==> src/hdl/schedule_setpoint_ramper_assert.svh <==
// ---------------------------------------------------------------------------
// Schedule setpoint ramper assertion macros
// Concurrent assertion shorthands, clocked on clk_i and disabled in reset.
// ---------------------------------------------------------------------------
`ifndef SCHEDULE_SETPOINT_RAMPER_ASSERT_SVH
`define SCHEDULE_SETPOINT_RAMPER_ASSERT_SVH

// Same-cycle implication.
`define SSR_ASSERT_IMPLY(lbl, ante, cons) \
  lbl: assert property (@(posedge clk_i) disable iff (!rst_ni) (ante) |-> (cons)) \
    else $error("schedule_setpoint_ramper: assertion failed");

// Next-cycle implication.
`define SSR_ASSERT_NEXT(lbl, ante, cons) \
  lbl: assert property (@(posedge clk_i) disable iff (!rst_ni) (ante) |=> (cons)) \
    else $error("schedule_setpoint_ramper: assertion failed");

`endif

==> src/hdl/ssr_pkg.sv <==
// ---------------------------------------------------------------------------
// Schedule setpoint ramper package
// Payload types, field widths and register indexes shared by the block.
// ---------------------------------------------------------------------------
package ssr_pkg;

  localparam int NumPointsDef = 4;   // default number of schedule points
  localparam int RegPoints    = 4;   // points backed by a register
  localparam int CfgIdxW      = 3;
  localparam int CfgDataW     = 27;
  localparam int RampW        = 24;
  localparam int TimerW       = 25;
  localparam int ProgResW     = 3;
  localparam int ElapsedW     = 16;

  // Register indexes: points 0..RegPoints-1 sit at their own index.
  localparam logic [CfgIdxW-1:0] CfgRampIdx    = 3'd4;
  localparam logic [RampW-1:0]   RampResetMs   = 24'd300000;

  typedef struct packed {
    logic                command;
    logic [4:0]          hour;
    logic [5:0]          minute;
    logic [ElapsedW-1:0] elapsed_ms;
  } ssr_in_t;

  typedef struct packed {
    logic [ProgResW-1:0] program_res;
    logic signed [7:0]   cooling_setpoint;
    logic signed [7:0]   heating_setpoint;
  } ssr_res_t;

  typedef struct packed {
    logic [CfgIdxW-1:0]  index;
    logic [CfgDataW-1:0] value;
  } ssr_cfg_t;

endpackage

==> src/hdl/ssr_chan_if.sv <==
// ---------------------------------------------------------------------------
// Schedule setpoint ramper channel
// Valid/ready channel with a typed payload; one transfer per edge with both high.
// ---------------------------------------------------------------------------
interface ssr_chan_if #(
  parameter type T = logic
);
  logic valid;
  logic ready;
  T     data;

  modport source (output valid, output data, input ready);
  modport sink   (input valid, input data, output ready);
endinterface

==> src/hdl/schedule_setpoint_ramper.sv <==
// ---------------------------------------------------------------------------
// Schedule setpoint ramper
// Pipeline: an input transfer enters the input register, then the result
//   register; back-to-back items give one result a cycle unless res_o stalls.
// Throughput: one item per cycle unless res_o stalls; one state update per item.
// Reset (async, active low): points cleared, ramp interval 300000 ms, last
//   point active, setpoints and ramp timer zero, both pipeline stages empty.
// ---------------------------------------------------------------------------
`include "schedule_setpoint_ramper_assert.svh"

module schedule_setpoint_ramper #(
  parameter int NUM_POINTS = ssr_pkg::NumPointsDef
) (
  input  logic         clk_i,
  input  logic         rst_ni,
  ssr_chan_if.sink     cfg_i,
  ssr_chan_if.sink     in_i,
  ssr_chan_if.source   res_o
);
  import ssr_pkg::*;

  localparam int IdxW      = $clog2(NUM_POINTS);
  localparam int ProgW     = IdxW + 1;
  localparam int StoredPts = (NUM_POINTS < RegPoints) ? NUM_POINTS : RegPoints;

  // -------------------------------------------------------------------------
  // Configuration registers. Always ready; ignore writes to unbacked indexes.
  // -------------------------------------------------------------------------
  logic                cfg_we;
  logic [CfgDataW-1:0] pts_q [StoredPts];
  logic [RampW-1:0]    ramp_q;
  logic [CfgDataW-1:0] pt_w  [NUM_POINTS];

  assign cfg_i.ready = 1'b1;
  assign cfg_we      = cfg_i.valid;

  for (genvar i = 0; i < NUM_POINTS; i++) begin : g_pt
    if (i < StoredPts) begin : g_reg
      always_ff @(posedge clk_i or negedge rst_ni) begin
        if (!rst_ni) begin
          pts_q[i] <= '0;
        end else if (cfg_we && cfg_i.data.index == CfgIdxW'(i)) begin
          pts_q[i] <= cfg_i.data.value;
        end
      end
      assign pt_w[i] = pts_q[i];
    end else begin : g_zero
      // Points past the register set read as 00:00 with zero targets.
      assign pt_w[i] = '0;
    end
  end

  always_ff @(posedge clk_i or negedge rst_ni) begin
    if (!rst_ni) begin
      ramp_q <= RampResetMs;
    end else if (cfg_we && cfg_i.data.index == CfgRampIdx) begin
      ramp_q <= cfg_i.data.value[RampW-1:0];
    end
  end

  // -------------------------------------------------------------------------
  // Input register: hold one item, advance when the result register frees up.
  // -------------------------------------------------------------------------
  logic    s1_valid_q;
  ssr_in_t s1_q;
  logic    s1_adv;
  logic    res_valid_q;
  ssr_res_t res_q;

  assign s1_adv     = s1_valid_q && (!res_valid_q || res_o.ready);
  assign in_i.ready = !s1_valid_q || s1_adv;

  always_ff @(posedge clk_i or negedge rst_ni) begin
    if (!rst_ni) begin
      s1_valid_q <= 1'b0;
    end else if (in_i.ready) begin
      s1_valid_q <= in_i.valid;
    end
  end

  always_ff @(posedge clk_i) begin
    if (in_i.ready && in_i.valid) begin
      s1_q <= in_i.data;
    end
  end

  // -------------------------------------------------------------------------
  // Point selection: each interval test is independent; a later match wins,
  // and the wrap-around test for the last point wins over all of them.
  // -------------------------------------------------------------------------
  logic [IdxW-1:0] idx_q;
  logic [IdxW-1:0] idx_d;
  logic            wrap_hit;
  logic [4:0]      last_h;
  logic [5:0]      last_m;
  logic [4:0]      first_h;
  logic [5:0]      first_m;

  assign last_h  = pt_w[NUM_POINTS-1][4:0];
  assign last_m  = pt_w[NUM_POINTS-1][10:5];
  assign first_h = pt_w[0][4:0];
  assign first_m = pt_w[0][10:5];

  assign wrap_hit = (s1_q.hour == last_h && s1_q.minute >= last_m) ||
                    (s1_q.hour > last_h) || (s1_q.hour < first_h) ||
                    (s1_q.hour == first_h && s1_q.minute < first_m);

  always_comb begin
    idx_d = idx_q;
    for (int y = 0; y < NUM_POINTS - 1; y++) begin
      if ((s1_q.hour == pt_w[y][4:0] && s1_q.minute >= pt_w[y][10:5]) ||
          (s1_q.hour > pt_w[y][4:0] && s1_q.hour < pt_w[y+1][4:0]) ||
          (s1_q.hour == pt_w[y+1][4:0] && s1_q.minute < pt_w[y+1][10:5])) begin
        idx_d = IdxW'(y);
      end
    end
    if (wrap_hit) begin
      idx_d = IdxW'(NUM_POINTS - 1);
    end
  end

  // -------------------------------------------------------------------------
  // Ramp timer: add elapsed time with saturation on every item, step when it
  // exceeds the interval, clear on a step or a start.
  // -------------------------------------------------------------------------
  logic [TimerW-1:0] timer_q;
  logic [TimerW-1:0] timer_d;
  logic [TimerW:0]   timer_sum;
  logic [TimerW-1:0] timer_sat;
  logic              ramp_step;

  assign timer_sum = {1'b0, timer_q} + (TimerW+1)'(s1_q.elapsed_ms);
  assign timer_sat = timer_sum[TimerW] ? '1 : timer_sum[TimerW-1:0];
  assign ramp_step = !s1_q.command && (timer_sat > TimerW'(ramp_q));
  assign timer_d   = (s1_q.command || ramp_step) ? '0 : timer_sat;

  // -------------------------------------------------------------------------
  // Setpoints: load targets on a start, move half a degree toward them on a step.
  // -------------------------------------------------------------------------
  logic [CfgDataW-1:0] tgt_pt;
  logic signed [7:0]   cool_tgt;
  logic signed [7:0]   heat_tgt;
  logic signed [7:0]   cool_q;
  logic signed [7:0]   heat_q;
  logic signed [7:0]   cool_d;
  logic signed [7:0]   heat_d;
  logic [ProgW-1:0]    prog_num;

  assign tgt_pt   = pt_w[idx_d];
  assign cool_tgt = signed'(tgt_pt[26:19]);
  assign heat_tgt = signed'(tgt_pt[18:11]);

  always_comb begin
    cool_d = cool_q;
    heat_d = heat_q;
    if (s1_q.command) begin
      cool_d = cool_tgt;
      heat_d = heat_tgt;
    end else if (ramp_step) begin
      if (cool_tgt > cool_q) begin
        cool_d = cool_q + 8'sd1;
      end else if (cool_tgt < cool_q) begin
        cool_d = cool_q - 8'sd1;
      end
      if (heat_tgt > heat_q) begin
        heat_d = heat_q + 8'sd1;
      end else if (heat_tgt < heat_q) begin
        heat_d = heat_q - 8'sd1;
      end
    end
  end

  // One-based point number; drop bits above the result field.
  assign prog_num = ProgW'(idx_d) + ProgW'(1);

  // Commit state as the item moves into the result register.
  always_ff @(posedge clk_i or negedge rst_ni) begin
    if (!rst_ni) begin
      idx_q   <= IdxW'(NUM_POINTS - 1);
      cool_q  <= '0;
      heat_q  <= '0;
      timer_q <= '0;
    end else if (s1_adv) begin
      idx_q   <= idx_d;
      cool_q  <= cool_d;
      heat_q  <= heat_d;
      timer_q <= timer_d;
    end
  end

  // -------------------------------------------------------------------------
  // Result register: hold until the transfer on the result channel.
  // -------------------------------------------------------------------------
  always_ff @(posedge clk_i or negedge rst_ni) begin
    if (!rst_ni) begin
      res_valid_q <= 1'b0;
    end else if (!res_valid_q || res_o.ready) begin
      res_valid_q <= s1_valid_q;
    end
  end

  always_ff @(posedge clk_i) begin
    if (s1_adv) begin
      res_q.program_res      <= ProgResW'(prog_num);
      res_q.cooling_setpoint <= cool_d;
      res_q.heating_setpoint <= heat_d;
    end
  end

  assign res_o.valid = res_valid_q;
  assign res_o.data  = res_q;

  // -------------------------------------------------------------------------
  // Assertions
  // -------------------------------------------------------------------------
  `SSR_ASSERT_IMPLY(a_idx_range, 1'b1, idx_q <= IdxW'(NUM_POINTS - 1))
  `SSR_ASSERT_NEXT(a_start_clears_timer, s1_adv && s1_q.command, timer_q == '0)
  `SSR_ASSERT_NEXT(a_hold_without_adv, !s1_adv,
                   $stable(cool_q) && $stable(heat_q) && $stable(timer_q) && $stable(idx_q))
  `SSR_ASSERT_NEXT(a_cool_half_step, s1_adv && !s1_q.command,
                   (cool_q == $past(cool_q)) || (cool_q == $past(cool_q) + 8'sd1) ||
                   (cool_q == $past(cool_q) - 8'sd1))
  `SSR_ASSERT_NEXT(a_heat_half_step, s1_adv && !s1_q.command,
                   (heat_q == $past(heat_q)) || (heat_q == $past(heat_q) + 8'sd1) ||
                   (heat_q == $past(heat_q) - 8'sd1))

endmodule

==> src/flat_wrapper.sv <==
// flat-port wrapper written by rule: the top's interface ports become plain ports
module schedule_setpoint_ramper_flat import ssr_pkg::*;
#(
  parameter int NUM_POINTS = ssr_pkg::NumPointsDef
)
  (clk_i, rst_ni, cfg_i_valid, cfg_i_data, cfg_i_ready, in_i_valid, in_i_data, in_i_ready, res_o_valid, res_o_data, res_o_ready);
  ssr_chan_if #(.T(ssr_cfg_t)) cfg_i_i ();
  ssr_chan_if #(.T(ssr_in_t)) in_i_i ();
  ssr_chan_if #(.T(ssr_res_t)) res_o_i ();
  input  logic clk_i;
  input  logic rst_ni;
  input wire logic [$bits(cfg_i_i.valid)-1:0] cfg_i_valid;
  input wire logic [$bits(cfg_i_i.data)-1:0] cfg_i_data;
  output wire logic [$bits(cfg_i_i.ready)-1:0] cfg_i_ready;
  input wire logic [$bits(in_i_i.valid)-1:0] in_i_valid;
  input wire logic [$bits(in_i_i.data)-1:0] in_i_data;
  output wire logic [$bits(in_i_i.ready)-1:0] in_i_ready;
  output wire logic [$bits(res_o_i.valid)-1:0] res_o_valid;
  output wire logic [$bits(res_o_i.data)-1:0] res_o_data;
  input wire logic [$bits(res_o_i.ready)-1:0] res_o_ready;
  assign cfg_i_i.valid = cfg_i_valid;
  assign cfg_i_i.data = cfg_i_data;
  assign cfg_i_ready = cfg_i_i.ready;
  assign in_i_i.valid = in_i_valid;
  assign in_i_i.data = in_i_data;
  assign in_i_ready = in_i_i.ready;
  assign res_o_valid = res_o_i.valid;
  assign res_o_data = res_o_i.data;
  assign res_o_i.ready = res_o_ready;
  schedule_setpoint_ramper #(.NUM_POINTS(NUM_POINTS)) u_core (.clk_i(clk_i), .rst_ni(rst_ni), .cfg_i(cfg_i_i), .in_i(in_i_i), .res_o(res_o_i));
endmodule
==> config.mk <==
export PLATFORM = sky130hd
export DESIGN_NAME = schedule_setpoint_ramper_flat
export DESIGN_NICKNAME = d
export VERILOG_FILES = /design/src/hdl/ssr_pkg.sv /design/src/hdl/ssr_chan_if.sv /design/src/hdl/schedule_setpoint_ramper.sv /design/src/flat_wrapper.sv
export VERILOG_INCLUDE_DIRS = /design/src /design/src/hdl
export SDC_FILE = /design/constraint.sdc
export NUM_CORES = 1
export LEC_CHECK = 0
export BUFFER_PORTS_ARGS = -buffer_cell sky130_fd_sc_hd__buf_4
export CAP_MARGIN = 15
export CORE_MARGIN = 1.5
export CORE_UTILIZATION = 25
export CTS_CLUSTER_SIZE = 8
export DETAILED_ROUTE_END_ITERATION = 8
export PLACE_DENSITY_LB_ADDON = 0.25
export SLEW_MARGIN = 20
export SYNTH_ARGS = -nofsm -noshare
export SYNTH_HDL_FRONTEND = slang
export SYNTH_SLANG_ARGS = --single-unit
==> constraint.sdc <==
create_clock -name clk_i -period 4.75 [get_ports clk_i]
set_input_delay 0 -clock clk_i [delete_from_list [all_inputs] [get_ports clk_i]]
set_output_delay 0 -clock clk_i [all_outputs]
set_load 0.02 [all_outputs]
==> results.sh, run 1 <==
export IMPL_outcome="finished with violations"
export IMPL_failed_checks="negative setup slack"
export IMPL_first_global_vias=11100
export IMPL_power_density_nw_per_um2=519
export IMPL_preCtsSetupSlack_ns=-0.577
export IMPL_grt_overflow_total=0
export IMPL_yosysUniqueCellTypes=83
export IMPL_vdd_ir_drop_max_uv=238
export IMPL_placed_area_um2=15400
export IMPL_dieArea_um2=52900
export IMPL_r2r_cells=21
export IMPL_min_path_type="in2reg"
export IMPL_synth_cell_area_um2=12900
export IMPL_drc_errors=0
export IMPL_crit_end="u_core.res_o.data[10]"
export IMPL_core_area_um2=51100
export IMPL_grt_max_degree=97
export IMPL_area_delta_synth_final_pct=45.4
export IMPL_period_share_pct=107
export IMPL_maxCapViolCount=0
export IMPL_regArea_um2=5830
export IMPL_synth_top_cell_area_share_pct=32.4
export IMPL_synth_ff_type="dfrtp_1"
export IMPL_swShare_pct=36.3
export IMPL_worst_slack_ns=-0.348
export IMPL_fp_dieW_um=230
export IMPL_cts_buffers_inserted=34
export IMPL_pwr_share_seq_pct=27.8
export IMPL_leakagePower_nw=8.04
export IMPL_worstSetupPathType="reg2reg"
export IMPL_ant_nets=0
export IMPL_final_cells=2277
export IMPL_drt_pass1_iter_count=5
export IMPL_vias_per_cell=4.69
export IMPL_synth_area_leaders="dfrtp_1 32%, edfxtp_1 11%, ha_1 10%"
export IMPL_synth_most_common_cell="dfrtp_1"
export IMPL_fill_cells=5103
export IMPL_rr_endpoint="u_core.res_o.data[10]"
export IMPL_crit_required_ns=5.03
export IMPL_vias=10700
export IMPL_first_iter_violations=545
export IMPL_cts_max_path_buffers=3
export IMPL_rrSetupSlack_ns=-0.35
export IMPL_nNetsFinal=1742
export IMPL_io_pins=85
export IMPL_combPwrFrac_pct=48.9
export IMPL_portBuffers=83
export IMPL_worstPathArrival_ns=5.37
export IMPL_tritoncts="built"
export IMPL_dp_cells=2103
export IMPL_hpwl_um=25900
export IMPL_grt_usage_pct=14.7
export IMPL_min_period_ns=5.10
export IMPL_drv_slew=0
export IMPL_power_switching_w=0.00353
export IMPL_hold_viol_final=0
export IMPL_clock_sinks=223
export IMPL_gp_congestion=0.846
export IMPL_fin_setup_tns_ns=-5.49
export IMPL_fin_area_um2=18700
export IMPL_placementRows=83
export IMPL_p_int_w=0.00620
export IMPL_die_y_um=230
export IMPL_start_kind="register"
export IMPL_crit_start="u_core.s1_q[26]"
export IMPL_n_antenna_cell=0
export IMPL_ys_seq_area_share_pct=45.2
export IMPL_htreeDepth=2
export IMPL_grt_pass1_wl_um=61500
export IMPL_syn_nets=1409
export IMPL_clock_fmax_mhz=196
export IMPL_ys_top_cells_by_count="167 x dfrtp_1, 115 x nand2_1, 105 x ha_1"
export IMPL_grt_antenna_before_repair=0
export IMPL_reg2reg_from="u_core.s1_q[26]"
export IMPL_finalSetupViolCount=48
export IMPL_async_reset_ff_share_pct=78.9
export IMPL_synth_edff_count=47
export IMPL_cp_max_fo=6
export IMPL_layout_drive_gt1_share_pct=38.5
export IMPL_total_power_w=0.00972
export IMPL_drt_total_wl_um=39100
export IMPL_yosysTopAreaCell="dfrtp_1"
export IMPL_clock_latency_ns=0.54
export IMPL_worst_pin_slew_ns=1.16
export IMPL_skew_ns=0.0209
export IMPL_start_util_pct=25.2
export IMPL_rsz0062_at_grt="true"
export IMPL_endpoint_kind="register"
export IMPL_path_clk_slew_ns=0.05
export IMPL_power_frac_clock_pct=23.4
export IMPL_syn_avg_cell_area_um2=10.4
export IMPL_cts_root_buf="clkbuf_16"
export IMPL_multi_input_area_um2=7610
export IMPL_slew_headroom_pct=22.5
export IMPL_synth_cells=1240
export IMPL_ys_warn_count=0
export IMPL_ys_ff_latch=223
export IMPL_wl_per_cell_um=17.2
## metrics by stage
step / hold slack (ns) / utilization [%]
final: 0.0897 / 36.7
after global routing: 0.124 / 36.7
after CTS: 0.0606 / 34.8
after detailed placement: 0.179 / 30.1
after global placement: 0.167 / 30.1
after floorplan: -0.296 / -
## flip-flops by register name, summed over array words and instances (netlist names)
signal	count
u_core.last_m	6
u_core.s1_q	28
u_core.last_h	5
u_core.idx_q	1
u_core.timer_q	25
u_core.first_m	6
u_core.first_h	5
u_core.res_o.valid	1
u_core.pt_w	86
u_core.cool_q	8
u_core.ramp_q	24
u_core.heat_q	8
u_core.res_o.data	19
u_core.s1_valid_q	1
## worst min-delay path by stage
stage / startpoint / to / depth (start not counted) / slack (ns)
4_1_cts: cfg_i_data[27] / u_core.ramp_q[7] / 5 / 0.06
3_3_place_gp: rst_ni / u_core.last_h[4] / 1 / 0.17
3_5_place_dp: rst_ni / u_core.pt_w[31] / 1 / 0.18
6_report: cfg_i_data[28] / u_core.ramp_q[9] / 5 / 0.09
5_1_grt: cfg_i_data[28] / u_core.ramp_q[9] / 5 / 0.12
2_1_floorplan: rst_ni / u_core.cool_q[0] / 0 / -0.30
## final cells by class
type | count | area share (%)
sequential | 223 | 31.1
clock buffer | 58 | 5.13
inverter | 103 | 2.06
tap | 680 | 4.54
multi-input combinational | 861 | 40.6
timing repair buffer | 350 | 16.4
clock inverter | 2 | 0.114
## logic make-up after synthesis
group                      Yosys count  share of synthesized area (%)
adders and majority gates          106                           10.3
DFF                                223                           45.2
other                                1                         0.0291
AOI/OAI and AO/OA                  311                           16.2
xor gates and xnor gates            27                           1.83
and+or+nand+nor                    307                           12.2
buffers and inverters              157                           4.94
muxes                              108                           9.25
## power by group through the flow
stage,sequential [W],clock (W),combinational [W]
6_report,0.00270,0.00227,0.00475
5_1_grt,0.00275,0.00243,0.00520
3_3_place_gp,0.00269,0,0.00362
2_1_floorplan,0.00264,0,0.00225
3_5_place_dp,0.00270,0,0.00367
4_1_cts,0.00268,0.00236,0.00411
## cells in the final DEF, fill, tap and decap left out, types with 15 or more instances in the layout
cell type / count
a21o_1: 21
a21oi_1: 38
a21oi_2: 26
a22o_1: 17
buf_4: 242
buf_6: 36
clkbuf_1: 22
clkbuf_16: 34
dfrtp_1: 167
dlygate4sd3_1: 59
edfxtp_1: 47
ha_1: 82
ha_4: 21
inv_1: 100
mux2_2: 85
mux2i_1: 15
nand2_1: 103
nand2b_1: 23
nand3_1: 20
nor2_1: 43
o21ai_0: 64
xnor2_1: 15
## critical path, cell delays in order (launching register included)
cell	delay, ns
edfxtp_1	0.53
ha_4	0.34
and2_4	0.14
nand4_1	0.13
o41ai_2	0.44
a21oi_2	0.09
a21oi_4	0.27
buf_8	0.18
buf_12	0.13
mux2i_4	0.22
a21oi_2	0.08
ha_1	0.30
a21o_1	0.20
a21oi_2	0.13
a21oi_1	0.07
o41a_1	0.48
buf_6	0.17
nor2b_1	0.11
nor2_1	0.05
or3_4	0.38
xnor2_2	0.14
mux2_4	0.26
## layer usage
| metal | wire (µm) | vias to the layer above | part of all wire (%) | track usage [%] |
|---|---|---|---|---|
| met5 | 0 | - | 0 | 0 |
| met4 | 897 | 0 | 2.3 | 4.29 |
| met3 | 1550 | 62 | 4.0 | 2.86 |
| met2 | 18800 | 186 | 48 | 24.7 |
| met1 | 17900 | 5275 | 46 | 19.1 |
| li1 | - | 5150 | - | - |
## what timing repair did
item                                    in CTS  in global routing
pin swaps                                   58                 87
buffers inserted                            28                 32
hold buffers                                59                  0
gates resized for setup                    108                150
cloned                                       3                  1
endpoints found under the setup margin      56                 56
hold endpoints to repair                   251                  0
Note: power is estimated with default switching activity, not from simulation.
==> run 2, diff against run 1 <==
--- a/config.mk
+++ b/config.mk
@@ -8,7 +8,7 @@
 export LEC_CHECK = 0
 export BUFFER_PORTS_ARGS = -buffer_cell sky130_fd_sc_hd__buf_4
 export CAP_MARGIN = 15
-export CORE_MARGIN = 1.5
+export CORE_MARGIN = 2
 export CORE_UTILIZATION = 25
 export CTS_CLUSTER_SIZE = 8
 export DETAILED_ROUTE_END_ITERATION = 8
==> results.sh, run 2 (synthesized netlist as in run 1, its figures left out) <==
export IMPL_outcome="finished with violations"
export IMPL_failed_checks="negative setup slack"
export IMPL_regArea_um2=5830
export IMPL_core_area_um2=51100
export IMPL_worst_slack_ns=-0.175
export IMPL_crit_end="u_core.res_o.data[7]"
export IMPL_first_global_vias=10900
export IMPL_grt_antenna_before_repair=0
export IMPL_min_path_type="in2async"
export IMPL_rr_endpoint="u_core.res_o.data[7]"
export IMPL_vdd_ir_drop_max_uv=201
export IMPL_placed_area_um2=15300
export IMPL_reg2reg_from="u_core.s1_q[26]"
export IMPL_grt_max_degree=123
export IMPL_vias_per_cell=4.67
export IMPL_slew_headroom_pct=25.1
export IMPL_vias=10600
export IMPL_power_density_nw_per_um2=519
export IMPL_hpwl_um=26200
export IMPL_grt_usage_pct=14.6
export IMPL_htreeDepth=2
export IMPL_start_util_pct=25.2
export IMPL_timing_hold_ws_ns=0.00343
export IMPL_rrSetupSlack_ns=-0.18
export IMPL_first_iter_violations=542
export IMPL_period_share_pct=104
export IMPL_n_antenna_cell=0
export IMPL_cp_max_fo=6
export IMPL_fin_area_um2=18200
export IMPL_clock_latency_ns=0.54
export IMPL_min_period_ns=4.93
export IMPL_cts_max_path_buffers=3
export IMPL_layout_drive_gt1_share_pct=35.2
export IMPL_finalSetupViolCount=33
export IMPL_start_kind="register"
export IMPL_skew_ns=0.0166
export IMPL_cts_buffers_inserted=34
export IMPL_nNetsFinal=1728
export IMPL_tritoncts="built"
export IMPL_r2r_cells=21
export IMPL_ant_nets=0
export IMPL_clock_fmax_mhz=203
export IMPL_final_common_cell="buf_4"
export IMPL_maxCapViolCount=0
export IMPL_drt_pass1_iter_count=5
export IMPL_crit_required_ns=5.04
export IMPL_worst_pin_slew_ns=1.12
export IMPL_die_y_um=231
export IMPL_fp_dieW_um=231
export IMPL_grt_overflow_total=0
export IMPL_worstPathArrival_ns=5.22
export IMPL_leakagePower_nw=7.92
export IMPL_path_clk_slew_ns=0.05
export IMPL_final_cell_mix="240 x buf_4, 167 x dfrtp_1, 111 x nand2_1"
export IMPL_worstSetupPathType="reg2reg"
export IMPL_drv_slew=0
export IMPL_hold_viol_final=0
export IMPL_wl_per_cell_um=17.2
export IMPL_drt_total_wl_um=38900
export IMPL_fin_util_pct=35.6
export IMPL_placementRows=83
export IMPL_dieArea_um2=53400
export IMPL_cts_root_buf="clkbuf_16"
export IMPL_portBuffers=83
export IMPL_area_delta_synth_final_pct=41.1
export IMPL_grt_pass1_wl_um=60800
export IMPL_clock_sinks=223
export IMPL_rsz0062_at_grt="true"
export IMPL_fill_cells=5111
export IMPL_gp_congestion=0.839
export IMPL_crit_start="u_core.s1_q[26]"
export IMPL_io_pins=85
export IMPL_multi_input_area_um2=7240
export IMPL_endpoint_kind="register"
export IMPL_largest_reg_flops=86
export IMPL_drc_errors=0
-- run 2: changes by cell type in the layout (fill, tap and decap cells not counted), moves of 3 or more --
cell,delta
ha_1,+15
buf_6,-8
nor2_1,+4
buf_12,-4
nand2_4,-6
nand2_2,-4
ha_4,-14
nor3_2,-3
nand2_1,+8
nor2_2,-3
-- run 2: power by group --
part / switching (W) / leakage [nW] / total [W] / internal (W)
Sequential: 0.000284 / 2.57 / 0.00269 / 0.00241
Combinational: 0.00218 / 4.86 / 0.00441 / 0.00223
Clock: 0.000932 / 0.485 / 0.00234 / 0.00141
-- run 2: final cells by class --
class | instances | area share [%]
multi-input cells | 861 | 39.8
flip-flops and latches | 223 | 32.0
repair buffers | 336 | 15.8
clock buffers | 59 | 5.42
well taps | 680 | 4.68
inverters | 103 | 2.13
clock inverters | 2 | 0.179
-- run 2: per-layer routing --
layer | track usage, % | share of wire (%)
met5 | 0 | 0
met3 | 2.24 | 3.5
met1 | 18.8 | 46
met4 | 5.08 | 2.7
met2 | 24.8 | 48
-- run 2: timing repair --
action	CTS	global route
gates cloned	3	2
hold buffers	59	0
setup buffers	24	23
gates resized for setup	98	103
pin swaps	49	57
hold endpoints to repair	216	0
setup endpoints to repair	56	56
-- run 2: stage by stage --
step | setup TNS, ns | setup WS [ns] | total power (W) | std cells
2_1_floorplan | 0 | 0.00264 | 0.00489 | 1240
5_1_grt | -14.10 | -0.371 | 0.0101 | 2264
3_5_place_dp | -12.13 | -0.457 | 0.00637 | 2101
3_3_place_gp | -10.11 | -0.438 | 0.00632 | 2101
4_1_cts | -4.53 | -0.198 | 0.00919 | 2244
6_report | -2.84 | -0.175 | 0.00943 | 2264
-- run 2: how the worst min path moves through the flow --
stage	end	slack, ns	depth (start not counted)
finish	u_core.pt_w[58]	0.003	2
global route	u_core.pt_w[58]	0.05	2
CTS	u_core.pt_w[58]	0.003	2
detailed placement	u_core.first_h[4]	0.02	1
global placement	u_core.last_h[4]	0.02	1
floorplan	u_core.cool_q[0]	-0.30	0
-- run 2: worst max-delay path, stage by stage (launching register included) --
cell      delay, ns
edfxtp_1       0.45
ha_1           0.34
and2_4         0.15
nand4_1        0.17
o41ai_2        0.43
a21oi_2        0.09
a21oi_4        0.15
buf_12         0.15
buf_4          0.11
mux2i_1        0.17
a21oi_1        0.08
buf_4          0.16
ha_4           0.26
nand4_1        0.12
a21oi_2        0.16
o31ai_2        0.08
a21o_1         0.20
or4_1          0.50
o31a_1         0.12
or3_4          0.40
xnor2_1        0.13
mux2_2         0.26
==> run 3, diff against run 2 <==
--- a/config.mk
+++ b/config.mk
@@ -8,10 +8,12 @@
 export LEC_CHECK = 0
 export BUFFER_PORTS_ARGS = -buffer_cell sky130_fd_sc_hd__buf_4
 export CAP_MARGIN = 15
-export CORE_MARGIN = 2
+export CELL_PAD_IN_SITES_DETAIL_PLACEMENT = 2
+export CELL_PAD_IN_SITES_GLOBAL_PLACEMENT = 2
 export CORE_UTILIZATION = 25
 export CTS_CLUSTER_SIZE = 8
 export DETAILED_ROUTE_END_ITERATION = 8
+export GPL_TIMING_DRIVEN = 0
 export PLACE_DENSITY_LB_ADDON = 0.25
 export SLEW_MARGIN = 20
 export SYNTH_ARGS = -nofsm -noshare
==> results.sh, run 3 (synthesized netlist as in run 1, its figures left out) <==
export IMPL_drc_errors=0
export IMPL_final_common_cell="dfrtp_1"
export IMPL_io_pins=85
export IMPL_crit_start="u_core.s1_q[26]"
export IMPL_endpoint_kind="register"
export IMPL_path_clk_slew_ns=0.05
export IMPL_hpwl_um=32300
export IMPL_skew_ns=0.0315
export IMPL_failed_checks="negative setup slack"
export IMPL_dp_cells=1999
export IMPL_worst_pin_slew_ns=1.03
export IMPL_grt_usage_pct=17.6
export IMPL_cp_max_fo=7
export IMPL_vias_per_cell=4.88
export IMPL_clock_sinks=223
export IMPL_htreeDepth=2
export IMPL_slew_headroom_pct=31.3
export IMPL_cts_buffers_inserted=34
export IMPL_wl_per_cell_um=21.1
export IMPL_period_share_pct=111
export IMPL_portBuffers=83
export IMPL_drt_pass1_iter_count=4
export IMPL_hold_viol_final=0
export IMPL_drv_slew=0
export IMPL_core_area_um2=50500
export IMPL_first_iter_violations=335
export IMPL_cts_root_buf="clkbuf_16"
export IMPL_finalSetupViolCount=54
export IMPL_n_antenna_cell=0
export IMPL_fp_dieW_um=229
export IMPL_vias=10700
export IMPL_tritoncts="built"
export IMPL_grt_pass1_wl_um=70900
export IMPL_min_path_type="in2async"
export IMPL_fin_setup_tns_ns=-12.21
export IMPL_leakagePower_nw=7.60
export IMPL_largest_reg_flops=86
export IMPL_min_period_ns=5.27
export IMPL_crit_required_ns=5.05
export IMPL_area_delta_synth_final_pct=39.7
export IMPL_power_density_nw_per_um2=522
export IMPL_layout_drive_gt1_share_pct=32.9
export IMPL_ant_nets=0
export IMPL_drt_total_wl_um=46300
export IMPL_die_y_um=229
export IMPL_maxCapViolCount=0
export IMPL_grt_max_degree=90
export IMPL_dieArea_um2=52500
export IMPL_first_global_vias=11800
export IMPL_grt_overflow_total=0
export IMPL_final_cells=2194
export IMPL_clock_fmax_mhz=190
export IMPL_start_util_pct=25.5
export IMPL_grt_antenna_before_repair=0
export IMPL_gp_congestion=0.805
export IMPL_fin_util_pct=35.7
export IMPL_start_kind="register"
export IMPL_clock_latency_ns=0.56
export IMPL_nNetsFinal=1674
export IMPL_cts_max_path_buffers=3
export IMPL_placementRows=82
export IMPL_worst_slack_ns=-0.520
export IMPL_worstSetupPathType="reg2reg"
export IMPL_worstPathArrival_ns=5.57
export IMPL_vdd_ir_drop_max_uv=253
export IMPL_rsz0062_at_grt="true"
export IMPL_outcome="finished with violations"
export IMPL_reg2reg_from="u_core.s1_q[26]"
export IMPL_final_cell_mix="167 x dfrtp_1, 141 x buf_4, 112 x nand2_1"
-- run 3: layout make-up --
| class | count | area (µm²) |
|---|---|---|
| Multi-Input combinational cell | 860 | 7540 |
| Clock inverter | 4 | 63.8 |
| Inverter | 103 | 387 |
| Buffer | 53 | 330 |
| Tap cell | 672 | 841 |
| Timing Repair Buffer | 230 | 2110 |
| Clock buffer | 49 | 917 |
| Sequential cell | 223 | 5830 |
| Fill cell | 5431 | 32500 |
-- run 3: path summary, 6_finish.rpt --
kind                       slack [ns]                    to  depth (start not counted)
setup / recovery                -0.52  u_core.res_o.data[7]                         20
hold / removal                   0.08      u_core.pt_w[105]                          3
setup reg to reg                -0.52  u_core.res_o.data[7]                         20
hold reg to reg                  0.49    u_core.timer_q[14]                          2
max in group asynchronous        3.88      u_core.ramp_q[9]                          4
min in group clk_i               0.12     u_core.ramp_q[10]                          4
-- run 3: where the power goes --
group	internal (W)	leakage [nW]	switching, W	total (W)
Sequential	0.00241	2.57	0.000260	0.00267
Combinational	0.00202	4.56	0.00240	0.00442
Clock	0.00134	0.472	0.000964	0.00231
Total	0.00577	7.60	0.00362	0.00939
-- run 3: what timing repair did --
action,CTS,global route
endpoints found under the hold margin,267,0
hold buffers,60,0
setup endpoints to repair,56,56
pin swaps,48,75
buffers inserted,48,33
resized for setup,141,129
gates cloned,2,1
-- run 3: through the flow --
step	hold WS (ns)	worst slack (ns)	power, W	cell area, µm²
global placement	0.179	-1.52	0.00584	14400
finish	0.0772	-0.520	0.00939	18000
detailed placement	-0.143	-1.63	0.00600	14500
global route	0.122	-0.666	0.0101	18000
CTS	0.0823	-0.578	0.00898	17100
floorplan	-0.296	0.00264	0.00489	12900
-- run 3: layer usage --
layer | GRT usage (%) | part of all wire [%] | vias to the layer above | wire length (µm)
met5 | 0 | 0 | - | 0
met1 | 22.6 | 45 | 5478 | 21000
li1 | - | - | 5014 | -
met4 | 5.77 | 3.0 | 0 | 1410
met2 | 30.0 | 49 | 141 | 22700
met3 | 2.53 | 2.7 | 71 | 1250
-- run 3: worst max-delay path, stage by stage (launching register included) --
cell and delay [ns]:
edfxtp_1 0.40, buf_4 0.15, ha_1 0.29, and3_1 0.20
and3_4 0.24, o2111ai_4 0.16, o22ai_2 0.27, a21boi_4 0.37
buf_6 0.20, o31ai_1 0.10, a21oi_2 0.23, ha_1 0.32
a211oi_2 0.23, nor2_2 0.09, o31ai_4 0.29, a21o_1 0.19
nand4_1 0.14, o31a_1 0.35, or3_4 0.40, xnor2_2 0.14
mux2_4 0.25
